### config.mk
export PLATFORM = sky130hd
export DESIGN_NAME = qrs_div_cell
export DESIGN_NICKNAME = d
export VERILOG_FILES = /design/src/sv/quadratic_root_solver_unit_assert.svh /design/src/sv/qrs_div_cell.sv
export SDC_FILE = /design/constraint.sdc
export NUM_CORES = 1
export LEC_CHECK = 0
export ABC_CLOCK_PERIOD_IN_PS = 5300
export BUFFER_PORTS_ARGS = -buffer_cell sky130_fd_sc_hd__buf_4
export CAP_MARGIN = 20
export CORE_AREA = 4 4 278 280
export CTS_BUF_LIST = sky130_fd_sc_hd__clkbuf_8
export DETAILED_ROUTE_END_ITERATION = 16
export DIE_AREA = 0 0 282 284
export GPL_TIMING_DRIVEN = 0
export HOLD_SLACK_MARGIN = 0.1
export MAX_ROUTING_LAYER = met4
export SLEW_MARGIN = 40
export SYNTH_ARGS = -nofsm -noshare
export SYNTH_HDL_FRONTEND = slang
export SYNTH_SLANG_ARGS = --single-unit
### constraint.sdc
create_clock -name clk -period 5.3 [get_ports clk]
set_input_delay 1.325 -clock clk [delete_from_list [all_inputs] [get_ports clk]]
set_output_delay 1.325 -clock clk [all_outputs]
set_load 0.02 [all_outputs]
### src/sv/quadratic_root_solver_unit_assert.svh
// ----------------------------------------------------------------------------
// Assertion macros for the quadratic root solver
// Concurrent assertion wrappers, removed in synthesis builds.
// ----------------------------------------------------------------------------
`ifndef QUADRATIC_ROOT_SOLVER_UNIT_ASSERT_SVH
`define QUADRATIC_ROOT_SOLVER_UNIT_ASSERT_SVH
`ifndef SYNTHESIS
`define QRS_ASSERT_IMP(label, clk, rst_n, ante, cons, msg) \
  label: assert property (@(posedge clk) disable iff (!rst_n) (ante) |-> (cons)) \
    else $error(msg);
`define QRS_ASSERT_NXT(label, clk, rst_n, ante, cons, msg) \
  label: assert property (@(posedge clk) disable iff (!rst_n) (ante) |=> (cons)) \
    else $error(msg);
`else
`define QRS_ASSERT_IMP(label, clk, rst_n, ante, cons, msg)
`define QRS_ASSERT_NXT(label, clk, rst_n, ante, cons, msg)
`endif
`endif

### src/sv/qrs_div_cell.sv
// ----------------------------------------------------------------------------
// Divider cell
// One restoring step on two unsigned dividends sharing a divisor.
// ----------------------------------------------------------------------------
`default_nettype none
module qrs_div_cell #(
  parameter int NUM_W = 64,
  parameter int DEN_W = 32,
  parameter int IDX   = 0
) (
  input  wire logic             clk,
  input  wire logic [DEN_W-1:0] den_i,
  input  wire logic [NUM_W-1:0] n1_i,
  input  wire logic [NUM_W-1:0] n2_i,
  input  wire logic [DEN_W:0]   r1_i,
  input  wire logic [DEN_W:0]   r2_i,
  input  wire logic [NUM_W-1:0] q1_i,
  input  wire logic [NUM_W-1:0] q2_i,
  output logic      [DEN_W-1:0] den_o,
  output logic      [NUM_W-1:0] n1_o,
  output logic      [NUM_W-1:0] n2_o,
  output logic      [DEN_W:0]   r1_o,
  output logic      [DEN_W:0]   r2_o,
  output logic      [NUM_W-1:0] q1_o,
  output logic      [NUM_W-1:0] q2_o
);
  logic [DEN_W+1:0] s1, s2, d;
  logic [DEN_W:0]   r1_nxt, r2_nxt;
  logic [NUM_W-1:0] q1_nxt, q2_nxt;
  logic [DEN_W-1:0] den_r;
  logic [NUM_W-1:0] n1_r, n2_r, q1_r, q2_r;
  logic [DEN_W:0]   r1_r, r2_r;

  always_comb begin
    d  = {2'b00, den_i};
    s1 = {r1_i, n1_i[IDX]};
    s2 = {r2_i, n2_i[IDX]};
    q1_nxt = q1_i;
    q2_nxt = q2_i;
    if (s1 >= d) begin
      r1_nxt = (DEN_W+1)'(s1 - d);
      q1_nxt[IDX] = 1'b1;
    end else begin
      r1_nxt = s1[DEN_W:0];
    end
    if (s2 >= d) begin
      r2_nxt = (DEN_W+1)'(s2 - d);
      q2_nxt[IDX] = 1'b1;
    end else begin
      r2_nxt = s2[DEN_W:0];
    end
  end

  always_ff @(posedge clk) begin
    den_r <= den_i;
    n1_r  <= n1_i;
    n2_r  <= n2_i;
    q1_r  <= q1_nxt;
    q2_r  <= q2_nxt;
    r1_r  <= r1_nxt;
    r2_r  <= r2_nxt;
  end

  assign den_o = den_r;
  assign n1_o  = n1_r;
  assign n2_o  = n2_r;
  assign r1_o  = r1_r;
  assign r2_o  = r2_r;
  assign q1_o  = q1_r;
  assign q2_o  = q2_r;
endmodule
`default_nettype wire
Word-level counts from Yosys, hierarchy flattened
Cells that the tools add are included.

word-level totals
  logic and storage cells = 15
  input bits = 355
  register bits = 354

cells by class
  mux-type cells = 2
  add/sub/neg operators = 2
  $lt $le $gt $ge = 2

operator list
  operator        count
  $ge 34x32->1    2
  $mux 33         2
  $sub 33x32->33  2

Depth between registers and ports, before layout
  word-level depth = 2
  gate-level depth with buffers = 14

Worst setup path after synthesis
Ideal clock, no wire load.

  path type = input port to flip-flop
  start point = input n2_i[0]
  end point = register r2_r[32], in the netlist r2_o[32]
  data arrival time = 3.843 ns
  stages on the path = 14
  required time = 5.179 ns
  buffers on the path = 1
  path slack = 1.336 ns
  cells stage by stage = inv_1 -> ha_1 -> inv_1 -> fa_1 -> a21o_1 -> a221o_1 -> a221oi_2 -> nand4_2 -> a31oi_4 -> nand2_2 -> a31oi_4 -> buf_6 -> nor2_1 -> mux2_2

between the ends
  longest elaborated chain between the ends = 2
  elaborated cells on any way between the ends = 3
  classes of those cells = add/sub (1); order compare (1); mux (1)

RTL lines
  item                                                   line                                    text
  from (decl)                                            qrs_div_cell.sv:14                      input wire logic [NUM_W-1:0] n2_i,
  $sub 33x32->33 / $ge 34x32->1 (equally long branches)  qrs_div_cell.sv:47, qrs_div_cell.sv:46
  $mux 33 *                                              qrs_div_cell.sv:46                      if (s2 >= d) begin
  net r2_nxt[32]                                         qrs_div_cell.sv:28                      logic [DEN_W:0] r1_nxt, r2_nxt;
  to (signal assigned)                                   qrs_div_cell.sv:61                      r2_r <= r2_nxt;
  to (decl)                                              qrs_div_cell.sv:32                      logic [DEN_W:0] r1_r, r2_r;

The timed path passes the listed nets; every way through them passes the cells marked *.
A chain may end at the register's enable or synchronous reset.

Worst setup path in the final report
  start point = input n1_i[0]
  end point = register r1_r[19], in the netlist r1_o[19]

between the ends
  longest elaborated chain between the ends = 2
  elaborated cells on any way between the ends = 3
  classes of those cells = add/sub (1); order compare (1); mux (1)

RTL lines
  item                                                   line                                    text
  from (decl)                                            qrs_div_cell.sv:13                      input wire logic [NUM_W-1:0] n1_i,
  $sub 33x32->33 / $ge 34x32->1 (equally long branches)  qrs_div_cell.sv:41, qrs_div_cell.sv:40
  $mux 33 *                                              qrs_div_cell.sv:40                      if (s1 >= d) begin
  net r1_nxt[19]                                         qrs_div_cell.sv:28
  to (signal assigned)                                   qrs_div_cell.sv:60                      r1_r <= r1_nxt;
  to (decl)                                              qrs_div_cell.sv:32

Marks and branches as above.

==> results.tsv <==
metric	value	unit
ir_worst_vdd	0.2020	mV
fin_crit	4855	ps
fin_ws	444.9	ps
design.core.area	0.07445	mm2
outcome	finished, final reports clean	
gp_congestion	0.8626	
synth.area.top_cells	dfxtp_1, ha_1, o21ai_0	
antenna_found_initial	15	
dieArea	0.08009	mm2
initial_core_util	15.20	%
tightest_slew	798.8	ps
syn_area	0.01132	mm2
yosysTopAreaCell	dfxtp_1	
holdBufCountCts	0	
numCtsBuffers	66	
intPower	4981	uW
synth-adder-area-share	7.430	%
synth_ff_type	dfxtp_1	
p_sw_share	30.05	%
holdCritPathClass	in -> reg	
placed_cells	2704	
vias	10560	
seq_power_share	41.6	%
regArea	0.007087	mm2
stdcell_count	2826	
via_per_inst	3.737	
area_delta_synth_final	69.59	%
drc	0	
synth-edff-count	0	
hold_start	q2_i[13]	
clock.fmax	206.0	MHz
syn-mean-instance-area	11.02	um2
clk_pin_slew_worst_paths	60	ps
first_global_vias	10730	
finalSetupViolCount	0	
pre_cts_slack	-448.5	ps
grt_overflow	0	
drive_above_1_share	44.59	%
synth-seq-cells	354	
max_cap_viol_count	0	
track_usage	13.32	%
synth_compound_area_share	13.67	%
postCtsSetupBuffers	0	
clock_sinks	354	
worstPathArrival	5320	ps
critical_path_class	in -> reg	
grt_setup_unrepaired	no	
hold_path_depth	1	
drtPass1Iterations	5	
clockBufferDepth	3	
ys_async_sr_fraction	0	%
cts_tree	built	
wl_per_cell	19.41	um
synth_seq_area_share	62.63	%
synth_cell_type_count	53	
synthXorXnorAreaFrac	4.334	%
p_leak	0.009100	uW
drt-initial-drc-count	335	
synth-simple-area-share	7.994	%
cp.required	5770	ps
synthMuxAreaShare	0.7851	%
finalWirelength	54840	um
fin_nets	2224	
cp_max_fo	10	
finalInstanceArea	0.01919	mm2
cp-end-kind	register	
root_buffer	clkbuf_8	
post-route-util	25.78	%
start_kind	input pin	
final.setup.tns	0	ps
yosysTopAreaCellShare	62.63	%
dpl.hpwl	46160	um
multi_input_comb_area	0.003877	mm2
postSynthCellCount	1027	
placed_area	0.01785	mm2
io_buffers	708	
fillers	7924	
fin_crit_sh	91.61	%
die_w	282	um
p_comb_share	20.8	%
power.density	371.1	mW/mm2
slew_viol_final	0	
synth_nets	1448	
cts_resized	0	
yosys_warnings	0	
worstHoldEndpoint	q2_o[13]	
final-hold-violation-count	0	
rows	100	
boundaryPins	709	
p_switching	2140	uW
grt_max_degree	12	
antenna_left	0	
synth_top_family_by_area	compound AO/OA/AOI/OAI gates	
grt_first_pass_wirelength	74730	um
clock_power_share	37.6	%
die_h	284	um
htreeDepth	3	
slew_headroom	46.75	%
## cells by family after synthesis
kind of cell,after synthesis
AOI/OAI and AO/OA,249
xor gates and xnor gates,56
muxes,8
adders and majority gates,66
DFF,354
buffers and inverters,92
and+or+nand+nor,202
## synth_stat cells (all sizes together) (11+ instances only)
master	n
dfxtp	354
nand2	100
o21ai	85
a21oi	67
ha	64
inv	57
nor2	38
a21o	31
xor2	31
clkbuf	30
xnor2	25
nand3	17
nand4	14
a31oi	11
o21bai	11
## registers in the layout, summed over array words and instances (netlist names)
name and count:
r2_o 33, den_o 32, r1_o 33, n1_o 64, q2_o 64, n2_o 64
q1_o 64
## placed cells by master, fill, tap and decap left out, types with 7 or more instances in the layout
master,count
a21o_1,31
a21oi_1,67
a31oi_1,9
buf_4,708
clkbuf_1,30
clkbuf_8,73
clkinv_2,9
dfxtp_1,354
diode_2,9
ha_1,64
inv_1,76
mux2_2,7
nand2_1,99
nand3_1,17
nand4_1,13
nor2_1,37
o21ai_0,85
o21bai_1,11
xnor2_1,25
xor2_1,31
## final cells by class
type	instances	share of cell area (%)
flip-flops and latches	354	36.93
repair buffers	708	27.70
multi-input cells	581	20.20
well taps	969	6.318
clock buffers	73	5.235
clock inverters	40	1.636
inverters	57	1.115
plain buffers	35	0.7498
diodes	9	0.1174
## power by group through the flow
stage                     Sequential (uW)  Combinational [uW]  Clock [uW]
final                                2960                1480        2670
after global placement               3020                1500           0
after global routing                 2980                1590        2920
after detailed placement             3020                1500           0
after floorplan                      3300                 417           0
after CTS                            2970                1510        2820
## stage by stage
stage	power [uW]	hold WS, ps
finish	7121	766.8
floorplan	3721	1353
global route	7500	669.7
CTS	7298	670.0
global placement	4521	1430
detailed placement	4522	1431
## routing by layer
| metal | share of wire (%) | global-route usage, % |
|---|---|---|
| met1 | 36 | 13.19 |
| met2 | 54 | 25.03 |
| met3 | 7.2 | 3.817 |
| met4 | 2.9 | 4.009 |
| met5 | 0 | - |
## how the worst max path moves through the flow
stage	slack, ps	start	to
floorplan	1340	n2_i[0]	r2_o[32]
global placement	-450	n1_i[0]	r1_o[19]
detailed placement	-450	n1_i[0]	r1_o[19]
CTS	240	n1_i[0]	r1_o[19]
global route	130	n1_i[0]	r1_o[19]
finish	440	n1_i[0]	r1_o[19]
## critical path, cell delays in order
cell      delay, ps
buf_4           120
inv_1            50
ha_1            150
inv_1            60
fa_1            410
a21o_1          230
a221oi_2        410
or3_1           190
a31oi_1         190
o211ai_1        430
a31oi_1         270
nor2_2          530
clkbuf_1        530
nand2_1         120
o21ai_0         270
No activity file was read; power rests on OpenSTA's default activity.
