## src/sv/quadratic_root_solver_unit_assert.svh

```systemverilog
// ----------------------------------------------------------------------------
// Assertion macros for the quadratic root solver
// Concurrent assertion wrappers, removed in synthesis builds.
// ----------------------------------------------------------------------------
`ifndef QUADRATIC_ROOT_SOLVER_UNIT_ASSERT_SVH
`define QUADRATIC_ROOT_SOLVER_UNIT_ASSERT_SVH
`ifndef SYNTHESIS
`define QRS_ASSERT_IMP(label, clk, rst_n, ante, cons, msg) \
  label: assert property (@(posedge clk) disable iff (!rst_n) (ante) |-> (cons)) \
    else $error(msg);
`define QRS_ASSERT_NXT(label, clk, rst_n, ante, cons, msg) \
  label: assert property (@(posedge clk) disable iff (!rst_n) (ante) |=> (cons)) \
    else $error(msg);
`else
`define QRS_ASSERT_IMP(label, clk, rst_n, ante, cons, msg)
`define QRS_ASSERT_NXT(label, clk, rst_n, ante, cons, msg)
`endif
`endif

```

## src/sv/qrs_sqrt_cell.sv

```systemverilog
// ----------------------------------------------------------------------------
// Square root cell
// One restoring step: takes two radicand bits, yields one root bit.
// ----------------------------------------------------------------------------
`default_nettype none
module qrs_sqrt_cell #(
  parameter int RAD_W = 64,
  parameter int RT_W  = 32,
  parameter int IDX   = 0
) (
  input  wire logic             clk,
  input  wire logic [RAD_W-1:0] rad_i,
  input  wire logic [RT_W+1:0]  rem_i,
  input  wire logic [RT_W-1:0]  root_i,
  output logic      [RAD_W-1:0] rad_o,
  output logic      [RT_W+1:0]  rem_o,
  output logic      [RT_W-1:0]  root_o
);
  logic [RT_W+1:0] rem_sh;
  logic [RT_W+1:0] trial;
  logic [RT_W-1:0] root_sh;
  logic [RAD_W-1:0] rad_r;
  logic [RT_W+1:0]  rem_r;
  logic [RT_W-1:0]  root_r;

  always_comb begin
    rem_sh  = {rem_i[RT_W-1:0], rad_i[2*IDX+1 -: 2]};
    root_sh = {root_i[RT_W-2:0], 1'b0};
    trial   = {1'b0, root_sh, 1'b1};
  end

  always_ff @(posedge clk) begin
    rad_r <= rad_i;
    if (rem_sh >= trial) begin
      rem_r  <= rem_sh - trial;
      root_r <= root_sh | {{(RT_W-1){1'b0}}, 1'b1};
    end else begin
      rem_r  <= rem_sh;
      root_r <= root_sh;
    end
  end

  assign rad_o  = rad_r;
  assign rem_o  = rem_r;
  assign root_o = root_r;
endmodule
`default_nettype wire

```

## config.mk

```make
export PLATFORM = sky130hd
export DESIGN_NAME = qrs_sqrt_cell
export DESIGN_NICKNAME = d
export VERILOG_FILES = /design/src/sv/quadratic_root_solver_unit_assert.svh /design/src/sv/qrs_sqrt_cell.sv
export SDC_FILE = /design/constraint.sdc
export NUM_CORES = 1
export LEC_CHECK = 0
export BUFFER_PORTS_ARGS = -buffer_cell sky130_fd_sc_hd__buf_2
export CORE_MARGIN = 2
export CORE_UTILIZATION = 50
export CTS_BUF_LIST = sky130_fd_sc_hd__clkbuf_4
export DETAILED_ROUTE_END_ITERATION = 10
export PLACE_DENSITY = 0.9
export SLEW_MARGIN = 25
export SYNTH_ARGS = -nofsm -noshare
export SYNTH_HDL_FRONTEND = slang
export SYNTH_SLANG_ARGS = --single-unit
```

## constraint.sdc

```tcl
create_clock -name clk -period 4.2 [get_ports clk]
set_input_delay 0.42 -clock clk [delete_from_list [all_inputs] [get_ports clk]]
set_output_delay 0.42 -clock clk [all_outputs]
set_load 0.02 [all_outputs]
```

# Word-level counts from Yosys, hierarchy flattened
# Index checks and enable logic that the tools add are counted.
# Widths: inputs -> output; s select.
# totals
reg_bits	130
in_bits	131
out_inout_bits	130
# op_classes
muxes	2
n_lt_le_gt_ge	1
add_sub_neg	1
# op_table
operator	n
$ge 34x33->1	1
$mux 34	1
$sub 34x33->34	1
$mux 1	1

# Longest topological paths before layout
# Gate-level depths: netlist of run 1.
# logic_depth
depth_word	2
depth_mapped	14

# Worst setup path before layout of run 1
# No wires, ideal clock.
# synth_path
kind	input port to flip-flop
startpoint	input root_i[0]
endpoint	register rem_r[32] (netlist: rem_o[32])
path_buffers	1
t_arrival_ns	2.423
path_stages	11
t_required_ns	4.083
setup_ns	0.117
path_slack_ns	1.660
path_cell_list	inv_1 ha_1 nor2b_4 o31a_1 o31ai_2 a21oi_2 o211a_4 o21ai_4 buf_6 a31oi_1 a32o_1
# synth_via
elab_chain_cells	2
# synth_lines
item	line_no	text
from (decl)	qrs_sqrt_cell.sv:14	input wire logic [RT_W-1:0] root_i,
$sub 34x33->34 / $ge 34x33->1 (equally long branches)	qrs_sqrt_cell.sv:35, qrs_sqrt_cell.sv:34	
$mux 34 *	qrs_sqrt_cell.sv:34	if (rem_sh >= trial) begin
to (signal assigned)	qrs_sqrt_cell.sv:35	rem_r <= rem_sh - trial;
to (signal assigned)	qrs_sqrt_cell.sv:38	rem_r <= rem_sh;
to (decl)	qrs_sqrt_cell.sv:23	logic [RT_W+1:0] rem_r;
# Mark *: on every way between the ends. The rest lies on a longest branch, timed or not.

# Worst setup path after layout of run 1
# layout_path
startpoint	input root_i[23]
endpoint	register rem_r[26] (netlist: rem_o[26])
# Same word-level chain as after synthesis.

==> results of run 1 <==
## worst paths after layout
path,start,endpoint,depth (start not counted)
worst max-delay path,root_i[23],rem_o[26],13
worst min-delay path,root_i[20],root_o[21],1
## final cells by class
class | count | area share, %
Multi-Input combinational cell | 322 | 28.9
Clock buffer | 18 | 1.80
Sequential cell | 130 | 34.6
Antenna cell | 1 | 0.0333
Timing Repair Buffer | 342 | 28.4
Clock inverter | 14 | 1.90
Tap cell | 133 | 2.21
Inverter | 44 | 2.20
## synth_stat cells, drive strengths merged (2+ instances only)
master    n
a31o      2
a211oi    7
xnor2    10
and2      2
o211ai    6
ha       33
buf       7
nand2    37
and4      3
a21oi    44
nor2b     2
o221ai    2
nor2     40
inv      44
o211a     2
o31ai     8
o31a      2
xor2     12
a31oi     4
mux2i     2
or3       6
o21ai    26
and3      5
a21o     16
dfxtp   130
nor3     10
o21a      4
o21bai    2
clkbuf    7
nand3    13
nand4     6
nand2b    4
## routing by layer
layer | share of wire (%) | GRT usage, % | vias up
met5 | 0 | 0 | -
met4 | 5.5 | 18.1 | 0
met3 | 7.0 | 7.46 | 80
met2 | 51 | 59.1 | 289
met1 | 36 | 34.0 | 2501
li1 | - | - | 2466
## sequential cells by signal (all words and copies together), names as in the netlist
name    count
rem_o      34
rad_o      64
root_o     32
## repair_timing
action                                  CTS  global route
endpoints found under the hold margin    83             1
buffers inserted                          0             0
hold buffers                             83             1
endpoints found under the setup margin    0             0
## cells by family after synthesis
| group | after synthesis | synth area share (%) |
|---|---|---|
| flops | 130 | 51.7 |
| compound gates | 133 | 18.1 |
| xor+xnor | 22 | 3.83 |
| fa+ha+maj | 33 | 8.20 |
| buf+inv | 58 | 5.24 |
| simple gates | 131 | 12.4 |
| mux | 3 | 0.621 |
## worst max-delay path, stage by stage
cell and delay, ns:
dlygate4sd3_1 0.56, buf_2 0.13, inv_1 0.05, ha_1 0.43, nand2_1 0.14, o21ai_0 0.40
a21oi_1 0.14, a31o_2 0.27, nand3_1 0.15, o21ai_4 0.07, inv_2 0.52, and4_1 0.28
nor3_1 0.04
## power groups by stage
| stage | Combinational, mW | Clock [mW] | Sequential [mW] |
|---|---|---|---|
| global placement | 0.751 | 0 | 1.41 |
| finish | 0.860 | 0.833 | 1.39 |
| CTS | 0.834 | 0.838 | 1.39 |
| global route | 0.921 | 0.894 | 1.40 |
| detailed placement | 0.768 | 0 | 1.41 |
| floorplan | 0.350 | 0 | 1.58 |
## stage by stage
| step | utilization, % | hold slack (ns) |
|---|---|---|
| after CTS | 76.8 | 0.0000511 |
| after global routing | 76.9 | 0.00842 |
| after detailed placement | 65.5 | 0.524 |
| after floorplan | - | 0.448 |
| after global placement | 65.5 | 0.522 |
| final | 76.9 | 0.0329 |
==> metrics.md, run 1 <==
| Metric | Value |
|---|---|
| Multi-input combinational cell area | 2170 um^2 |
| Clock Root Buffer | clkbuf_4 |
| Floorplan Core Area | 9770 um^2 |
| Fraction of synthesized cell area taken by the top area cell type | 51.7% |
| Total nets after synthesis | 674 |
| Antenna Violating Nets Remaining | 0 |
| PD cells | 410 nW/um^2 |
| Number of I/O port buffers | 257 |
| Net count, final | 1021 |
| Worst Setup Slack, final | 0.976 ns |
| Crit Path Category | in -> reg |
| Actual slew at the worst max-slew pin | 0.704 ns |
| DR pass1 iterations | 5 |
| Cell count after placement | 887 |
| Post-route cell area | 7520 um^2 |
| Tot Pwr | 3.09 mW |
| Most common cell after layout, fill and taps aside | buf_2 |
| Starting density of the core | 51.5% |
| # IOs | 261 |
| Capturing element type of the critical path | flip-flop |
| Number of remaining DRC errors | 0 |
| FFs w/ async S/R, synth | 0% |
| Setup WS pre-CTS | 1.13 ns |
| Average wire per cell in the routed design | 17.8 um |
| Reg area | 2600 um^2 |
| Global-route wire length before repair | 28200 um |
| Switching share of total power | 34.8% |
| Number of synthesized flops with an enable pin | 0 |
| Num CTS Buffers | 17 |
| Unrepaired setup endpoints after global routing | false |
| Sequential cell area fraction in the yosys report | 51.7% |
| Endpoints failing hold | 0 |
| Total negative slack | 0 ns |
| Static leakage | 3.79 nW |
| Routability-driven placement congestion ratio | 0.903 |
| Post-detailed-route via-to-cell ratio | 5.31 |
| Total Wirelength | 17900 um |
| Max Buffers Root-to-Sink | 2 |
| DP HPWL | 11300 um |
| Switching power summed over all nets | 1.07 mW |
| Initial antenna violation count | 1 |
| Avg Cell Area, Syn | 9.88 um^2 |
| Maximum number of pins on one net before global-route repair | 39 |
| Maximum fanout encountered on the critical timing path | 38 |
| Via count of the routed design | 5336 |
| Global-route congestion overflow total | 0 |
| Final period util | 76.8% |
| P_int | 2.01 mW |
| Top FF cell, synth | dfxtp_1 |
| Area after DPL | 6400 um^2 |
| Gate count of the mapped netlist | 510 |
| Die Area | 10900 um^2 |
| Clock network fraction of total power | 27.0% |
| Most area-hungry cell type in the Yosys netlist | dfxtp_1 |
| Status | finished, final reports clean |
| Flop and latch count out of synthesis | 130 |
| H-tree levels | 4 |
| Horizontal extent of the die | 104 um |
| Kind of start point of the critical path | input pin |
| Worst hold path class | in -> reg |
| Time the final worst path needs with I/O delays and setup | 3.22 ns |
| Synthesis-to-finish area growth | 49.3% |
| Biggest area contributors in the synthesized netlist | dfxtp_1 (52%), ha_1 (8.2%), a21oi_1 (4.0%) |
| Post-CTS sizing | 0 |
| Worst vdd ir | 0.000181 V |
| Share of power burned in registers | 45.1% |
| Max Clk Rate | 0.310 GHz |
| Max-cap viol count | 0 |
| Clock tree from TritonCTS | yes |
| Post-synth cell types | 57 |
| Required time of the worst setup path | 4.61 ns |
| Ratio of cells with drive above 1 in the final layout | 35.6% |
| Data arrival time of the worst path | 3.63 ns |
| Max-slew headroom | 53.0% |
| Yosys warns | 0 |
| Register clock-pin slew on the reported worst setup and hold paths | 0.12 ns |
| Number of slew-limit violations in the final report | 0 |
| Setup violators final | 0 |
| Final std cells w/o fill | 1004 |
| Count of filler cells inserted in the layout | 601 |
| Chip Height | 104 um |
| Commonest cells after routing, fill and taps aside | buf_2 (257), dfxtp_1 (130), dlygate4sd3_1 (84) |
| Post-Syn Area | 5040 um^2 |
| Total routing usage reported by global routing | 32.4% |
| Vias in the first global route | 5480 |
| First-iteration detailed-routing DRC count | 383 |
| Placement Rows | 36 |
| Gate power share | 27.9% |
| Sink Count | 130 |
(Power assumes the default switching activity.)
==> run 2, diff against run 1 <==
CORE_UTILIZATION = 47   (was 50)
PLACE_DENSITY = 0.86   (was 0.9)
clock period = 3.1 ns   (was 4.2 ns; I/O delays follow)
==> run 2 against run 1 <==
Net effect: die area grew 6.1%; clock power grew 52%; critical path depth is the same; global-route usage barely moved; sequential cell count stayed put; total power increased by 42%; combinational power rose by 41%; sequential power rose by 36%.
==> metrics.md, run 2 (synthesis results as in run 1) <==
| Metric | Value |
|---|---|
| Status | finished, final reports clean |
| DR pass1 iterations | 5 (unchanged) |
| Final std cells w/o fill | 1034 (+3.0%) |
| Final period util | 97.5% |
| Average wire per cell in the routed design | 18.3 um (+2.7%) |
| Cell count of the worst hold path | 3 (+2) |
| Worst vdd ir | 0.000339 V (+87%) |
| Post-detailed-route via-to-cell ratio | 5.19 (-2.3%) |
| Total routing usage reported by global routing | 32.3% (-0.034 points) |
| Total Wirelength | 18900 um (+5.7%) |
| Setup crit end | rem_o[32] |
| Family of cells with the greatest summed delay on the critical path | compound AO/OA/AOI/OAI gates |
| Crit Path Category | in -> reg |
| Data arrival time of the worst path | 3.48 ns (-0.15 ns) |
| Routability-driven placement congestion ratio | 0.903 (about the same) |
| Antenna Violating Nets Remaining | 0 (unchanged) |
| Net count, final | 1047 (+2.5%) |
| Num CTS Buffers | 17 (unchanged) |
| Total length of routed met2 wires | 9420 um (+3.2%) |
| Sink Count | 130 (unchanged) |
| Number of slew-limit violations in the final report | 0 (unchanged) |
| Most common cell after layout, fill and taps aside | buf_2 |
| Horizontal extent of the die | 108 um (+3.0%) |
| Max Clk Rate | 0.331 GHz |
| Highest routing layer actually used | met4 |
| Setup violators final | 0 (unchanged) |
| Origin of the worst setup path | root_i[6] |
| Placement Rows | 37 (+2.8%) |
| Number of I/O port buffers | 257 (unchanged) |
| Global-route wire length before repair | 28300 um (+0.54%) |
| H-tree levels | 4 (unchanged) |
| Max Buffers Root-to-Sink | 2 (unchanged) |
| DP HPWL | 11100 um (-2.3%) |
| Vias in the first global route | 5483 (+0.055%) |
| Worst path cell trace | dlygate4sd3_1 > buf_2 > inv_1 > ha_1 > nand2_1 > nor2_1 > o41ai_2 > a21oi_2 > o211a_4 > o21ai_4 > buf_6 > a31oi_1 > a32o_1 |
| Worst hold path class | in -> reg |
| Maximum fanout encountered on the critical timing path | 29 (-24%) |
| Clock tree from TritonCTS | yes |
| Kind of start point of the critical path | input pin |
| Synthesis-to-finish area growth | 55.1% |
| Post-route cell area | 7810 um^2 (+3.9%) |
| Commonest cells after routing, fill and taps aside | buf_2 (257), dfxtp_1 (130), dlygate4sd3_1 (107) |
| Number of remaining DRC errors | 0 (unchanged) |
| Count of filler cells inserted in the layout | 666 (+11%) |
| Master of the slowest instance on the critical path | dlygate4sd3_1 |
| Routed length on met3 | 1290 um (+2.6%) |
| Floorplan Core Area | 10400 um^2 (+6.1%) |
| Initial antenna violation count | 2 (+1) |
| Maximum number of pins on one net before global-route repair | 39 (unchanged) |
| Die Area | 11600 um^2 (+6.1%) |
| Largest register FFs | 64 (unchanged) |
| Tot Pwr | 4.37 mW (+42%) |
| Chip Height | 108 um (+3.0%) |
| Area after DPL | 6420 um^2 (+0.41%) |
| Unrepaired setup endpoints after global routing | false |
| Clock Root Buffer | clkbuf_4 |
| Required time of the worst setup path | 3.55 ns (-1.06 ns) |
| Total negative slack | 0 ns (unchanged) |
| First-iteration detailed-routing DRC count | 392 (+2.3%) |
| Time the final worst path needs with I/O delays and setup | 3.02 ns |
| Register clock-pin slew on the reported worst setup and hold paths | 0.13 ns (about the same) |
| Ratio of cells with drive above 1 in the final layout | 34.7% (-0.88 points) |
| Critical path buffers and inverters | 4 (unchanged) |
| PD cells | 559 nW/um^2 (+36%) |
| Endpoints failing hold | 0 (unchanged) |
| Starting density of the core | 48.6% (-3.0 points) |
| Cell count after placement | 893 (+0.68%) |
| # IOs | 261 (unchanged) |
| Crit. path cell count | 13 (unchanged) |
| Max-slew headroom | 64.6% (+12 points) |
| Static leakage | 3.92 nW (+3.6%) |
| Final worst hold slack | 0.0250 ns (-0.00789 ns) |
| Wire length on met1 | 6860 um (+5.5%) |
| Global-route congestion overflow total | 0 (unchanged) |
| Actual slew at the worst max-slew pin | 0.528 ns (-0.176 ns) |
| Max-cap viol count | 0 (unchanged) |
| Via count of the routed design | 5370 (+0.64%) |
| Stage delay of the slowest cell on the critical path | 0.54 ns (-0.02 ns) |
| Capturing element type of the critical path | flip-flop |
==> run 2: cell count changes in the layout (fill, tap and decap cells not counted), sizes merged <==
cell         previous run  this run
bufinv                  1         3
diode                   1         3
clkinvlp                5         1
dlygate4sd3            84       107
clkinv                  1         5
clkbuf                 18        17
inv                    51        49
buf                   258       261
==> run 2: through the flow <==
| step | setup WS, ns | utilization [%] |
|---|---|---|
| 6_report | 0.0764 | 75.3 |
| 2_1_floorplan | 0.670 | - |
| 3_5_place_dp | 0.154 | 62.0 |
| 4_1_cts | 0.167 | 75.2 |
| 3_3_place_gp | 0.160 | 62.0 |
| 5_1_grt | 0.0229 | 75.3 |
==> run 2: layout make-up <==
class | count | area, um^2 | share of cell area, %
antenna | 3 | 7.51 | 0.0961
clock buffer | 17 | 128 | 1.63
clock inverter | 14 | 176 | 2.26
inverter | 44 | 168 | 2.15
multi-input combinational | 322 | 2170 | 27.8
sequential | 130 | 2600 | 33.3
tap | 136 | 170 | 2.18
timing repair buffer | 368 | 2390 | 30.6
==> run 2: worst min-delay path by stage <==
| stage | to | slack, ns | start |
|---|---|---|---|
| 5_1_grt | rem_o[18] | 0.02 | rem_i[16] |
| 4_1_cts | rem_o[22] | 0.005 | rem_i[20] |
| 3_3_place_gp | rad_o[24] | 0.41 | rad_i[24] |
| 2_1_floorplan | rad_o[0] | 0.34 | rad_i[0] |
| 3_5_place_dp | rad_o[45] | 0.41 | rad_i[45] |
| 6_report | rem_o[22] | 0.03 | rem_i[20] |
==> run 2: tightest hold or removal path: stages <==
cell and delay, ns:
buf_2 0.10, nor2_2 0.04, a21oi_2 0.08
==> run 2: power breakdown <==
| group | switching (mW) | total [mW] | internal [mW] | leakage (nW) |
|---|---|---|---|---|
| Sequential | 0.0487 | 1.89 | 1.84 | 1.10 |
| Combinational | 0.727 | 1.21 | 0.482 | 2.67 |
| Clock | 0.706 | 1.27 | 0.567 | 0.161 |
==> run 2: what timing repair did <==
item / in CTS / in global routing
setup buffers: 0 / 0
setup endpoints to repair: 0 / 19
hold endpoints to repair: 107 / 0
hold buffers: 107 / 0
resized for setup: 0 / 3
==> run 2: per-layer routing <==
metal / GRT usage, % / vias to the layer above
met5: 0 / -
met4: 23.8 / 0
met3: 7.81 / 98
met2: 56.7 / 292
met1: 33.2 / 2462
li1: - / 2518
==> run 3, diff against run 2 <==
CTS_BUF_LIST = sky130_fd_sc_hd__clkbuf_8   (was sky130_fd_sc_hd__clkbuf_4)
==> run 3 against run 2 <==
Net effect: final area is 0.30% lower; via count decreased by 2.0%; setup slack got worse by 0.0018 ns.
==> metrics.md, run 3 (synthesis results as in run 1) <==
| Metric | Value |
|---|---|
| DP HPWL | 11100 um (unchanged) |
| Commonest cells after routing, fill and taps aside | buf_2 (257), dfxtp_1 (130), dlygate4sd3_1 (92) |
| Total routing usage reported by global routing | 30.5% (-1.8 points) |
| Most common cell after layout, fill and taps aside | buf_2 |
| Global-route congestion overflow total | 0 (unchanged) |
| Family of cells with the greatest summed delay on the critical path | compound AO/OA/AOI/OAI gates |
| Final period util | 97.6% (about the same) |
| Chip Height | 108 um (unchanged) |
| Actual slew at the worst max-slew pin | 0.494 ns (-0.0340 ns) |
| Met1 usage in global routing | 32.7% (-0.44 points) |
| Worst vdd ir | 0.000421 V (+24%) |
| Number of I/O port buffers | 257 (unchanged) |
| Maximum fanout encountered on the critical timing path | 29 (unchanged) |
| DR pass1 iterations | 6 (+1) |
| Critical hold path startpoint | root_i[22] |
| Origin of the worst setup path | root_i[7] |
| Crit Path Category | in -> reg |
| End point of the most critical hold path | root_o[23] |
| Total Wirelength | 18200 um (-3.9%) |
| Number of slew-limit violations in the final report | 0 (unchanged) |
| Floorplan Core Area | 10400 um^2 (unchanged) |
| Met2 Usage GRT | 55.1% (-1.7 points) |
| PD cells | 594 nW/um^2 (+6.2%) |
| Via count of the routed design | 5265 (-2.0%) |
| Net count, final | 1032 (-1.4%) |
| Initial antenna violation count | 1 (-1) |
| Max-slew headroom | 66.9% (+2.3 points) |
| Endpoints failing hold | 0 (unchanged) |
| Post-CTS Setup Bufs | 0 (unchanged) |
| Maximum number of pins on one net before global-route repair | 39 (unchanged) |
| Master of the slowest instance on the critical path | dlygate4sd3_1 |
| Ratio of cells with drive above 1 in the final layout | 35.5% (+0.71 points) |
| Sink Count | 130 (unchanged) |
| Max Clk Rate | 0.331 GHz (about the same) |
| Placement Rows | 37 (unchanged) |
| Time the final worst path needs with I/O delays and setup | 3.03 ns (+0.00179 ns) |
| Worst path cell trace | dlygate4sd3_1 > buf_2 > inv_1 > ha_1 > nand2_1 > nor2_1 > o41ai_4 > a21oi_2 > o211a_4 > o21ai_4 > buf_8 > a31oi_1 > a32o_1 |
| Crit. path cell count | 13 (unchanged) |
| Routability-driven placement congestion ratio | 0.903 (unchanged) |
| Capturing element type of the critical path | flip-flop |
| Clock Root Buffer | clkbuf_8 |
| Critical path buffers and inverters | 4 (unchanged) |
| Cell count of the worst hold path | 1 (-2) |
| Largest register FFs | 64 (unchanged) |
| Register clock-pin slew on the reported worst setup and hold paths | 0.08 ns (-0.05 ns) |
| Worst hold path class | in -> reg |
| Global routing's busiest layer | met2 |
| Final worst hold slack | 0.0243 ns (-0.000780 ns) |
| Required time of the worst setup path | 3.42 ns (-0.13 ns) |
| Average wire per cell in the routed design | 17.9 um (-2.3%) |
| Static leakage | 3.91 nW (-0.23%) |
| Global-route wire length before repair | 26900 um (-5.1%) |
| # IOs | 261 (unchanged) |
| Number of remaining DRC errors | 0 (unchanged) |
| Stage delay of the slowest cell on the critical path | 0.56 ns (+0.02 ns) |
| H-tree levels | 4 (unchanged) |
| Setup violators final | 0 (unchanged) |
| Starting density of the core | 48.6% (unchanged) |
| First-iteration detailed-routing DRC count | 361 (-7.9%) |
| Tot Pwr | 4.63 mW (+5.9%) |
| Kind of start point of the critical path | input pin |
| Max-cap viol count | 0 (unchanged) |
| Count of filler cells inserted in the layout | 656 (-1.5%) |
| Die Area | 11600 um^2 (unchanged) |
| Status | finished, final reports clean |
| Vias in the first global route | 5201 (-5.1%) |
| Data arrival time of the worst path | 3.34 ns (-0.14 ns) |
| Post-detailed-route via-to-cell ratio | 5.18 (-0.32%) |
| Synthesis-to-finish area growth | 54.6% |
| Horizontal extent of the die | 108 um (unchanged) |
| Met3 layer usage reported by global route | 7.14% (-0.67 points) |
| Num CTS Buffers | 17 (unchanged) |
| Antenna Violating Nets Remaining | 0 (unchanged) |
| Max Buffers Root-to-Sink | 2 (unchanged) |
| Clock tree from TritonCTS | yes |
==> run 3: changes by cell type in the layout (fill, tap and decap cells not counted), sizes merged <==
cell / delta
dlygate4sd3: -15
clkbuf: +1
clkinv: -1
diode: -2
==> run 3: layer usage <==
layer | share of wire (%) | vias up | routed length, um
met2 | 51 | 271 | 9180
met3 | 6.9 | 57 | 1250
met1 | 37 | 2445 | 6800
li1 | - | 2492 | -
met4 | 5.2 | 0 | 938
met5 | 0 | - | 0
==> run 3: worst max-delay path by stage <==
| stage | slack [ns] | end |
|---|---|---|
| 2_1_floorplan | 0.67 | rem_o[32] |
| 3_3_place_gp | 0.16 | rem_o[26] |
| 3_5_place_dp | 0.15 | rem_o[26] |
| 4_1_cts | 0.04 | rem_o[26] |
| 5_1_grt | -0.02 | rem_o[32] |
| 6_report | 0.07 | rem_o[32] |
==> run 3: cell type report <==
class                      count  area [um^2]  area share (%)
clock inverter                13          173            2.22
timing repair buffer         353         2240            28.8
inverter                      44          168            2.15
clock buffer                  18          248            3.18
tap                          136          170            2.18
antenna                        1         2.50          0.0321
multi-input combinational    322         2180            28.0
sequential                   130         2600            33.4
==> run 3: per-stage QoR <==
step | setup TNS [ns] | utilization [%] | setup WS (ns) | area (um^2) | instances
2_1_floorplan | 0 | - | 0.670 | 5040 | 510
3_3_place_gp | 0 | 62.0 | 0.160 | 6420 | 893
3_5_place_dp | 0 | 62.0 | 0.154 | 6420 | 893
4_1_cts | 0 | 74.6 | 0.0388 | 7740 | 1013
5_1_grt | -0.0178 | 75.1 | -0.0178 | 7790 | 1017
6_report | 0 | 75.1 | 0.0746 | 7790 | 1017
==> run 3: report_power, final <==
part / internal [mW] / switching [mW] / total [mW]
clock: 0.828 / 0.724 / 1.55
sequential: 1.84 / 0.0516 / 1.89
combinational: 0.473 / 0.712 / 1.19
total: 3.14 / 1.49 / 4.63
==> run 3: what timing repair did <==
action,4_1_cts,5_1_grt
setup endpoints to repair,0,23
hold buffers,89,3
endpoints found under the hold margin,89,3
resized for setup,0,5
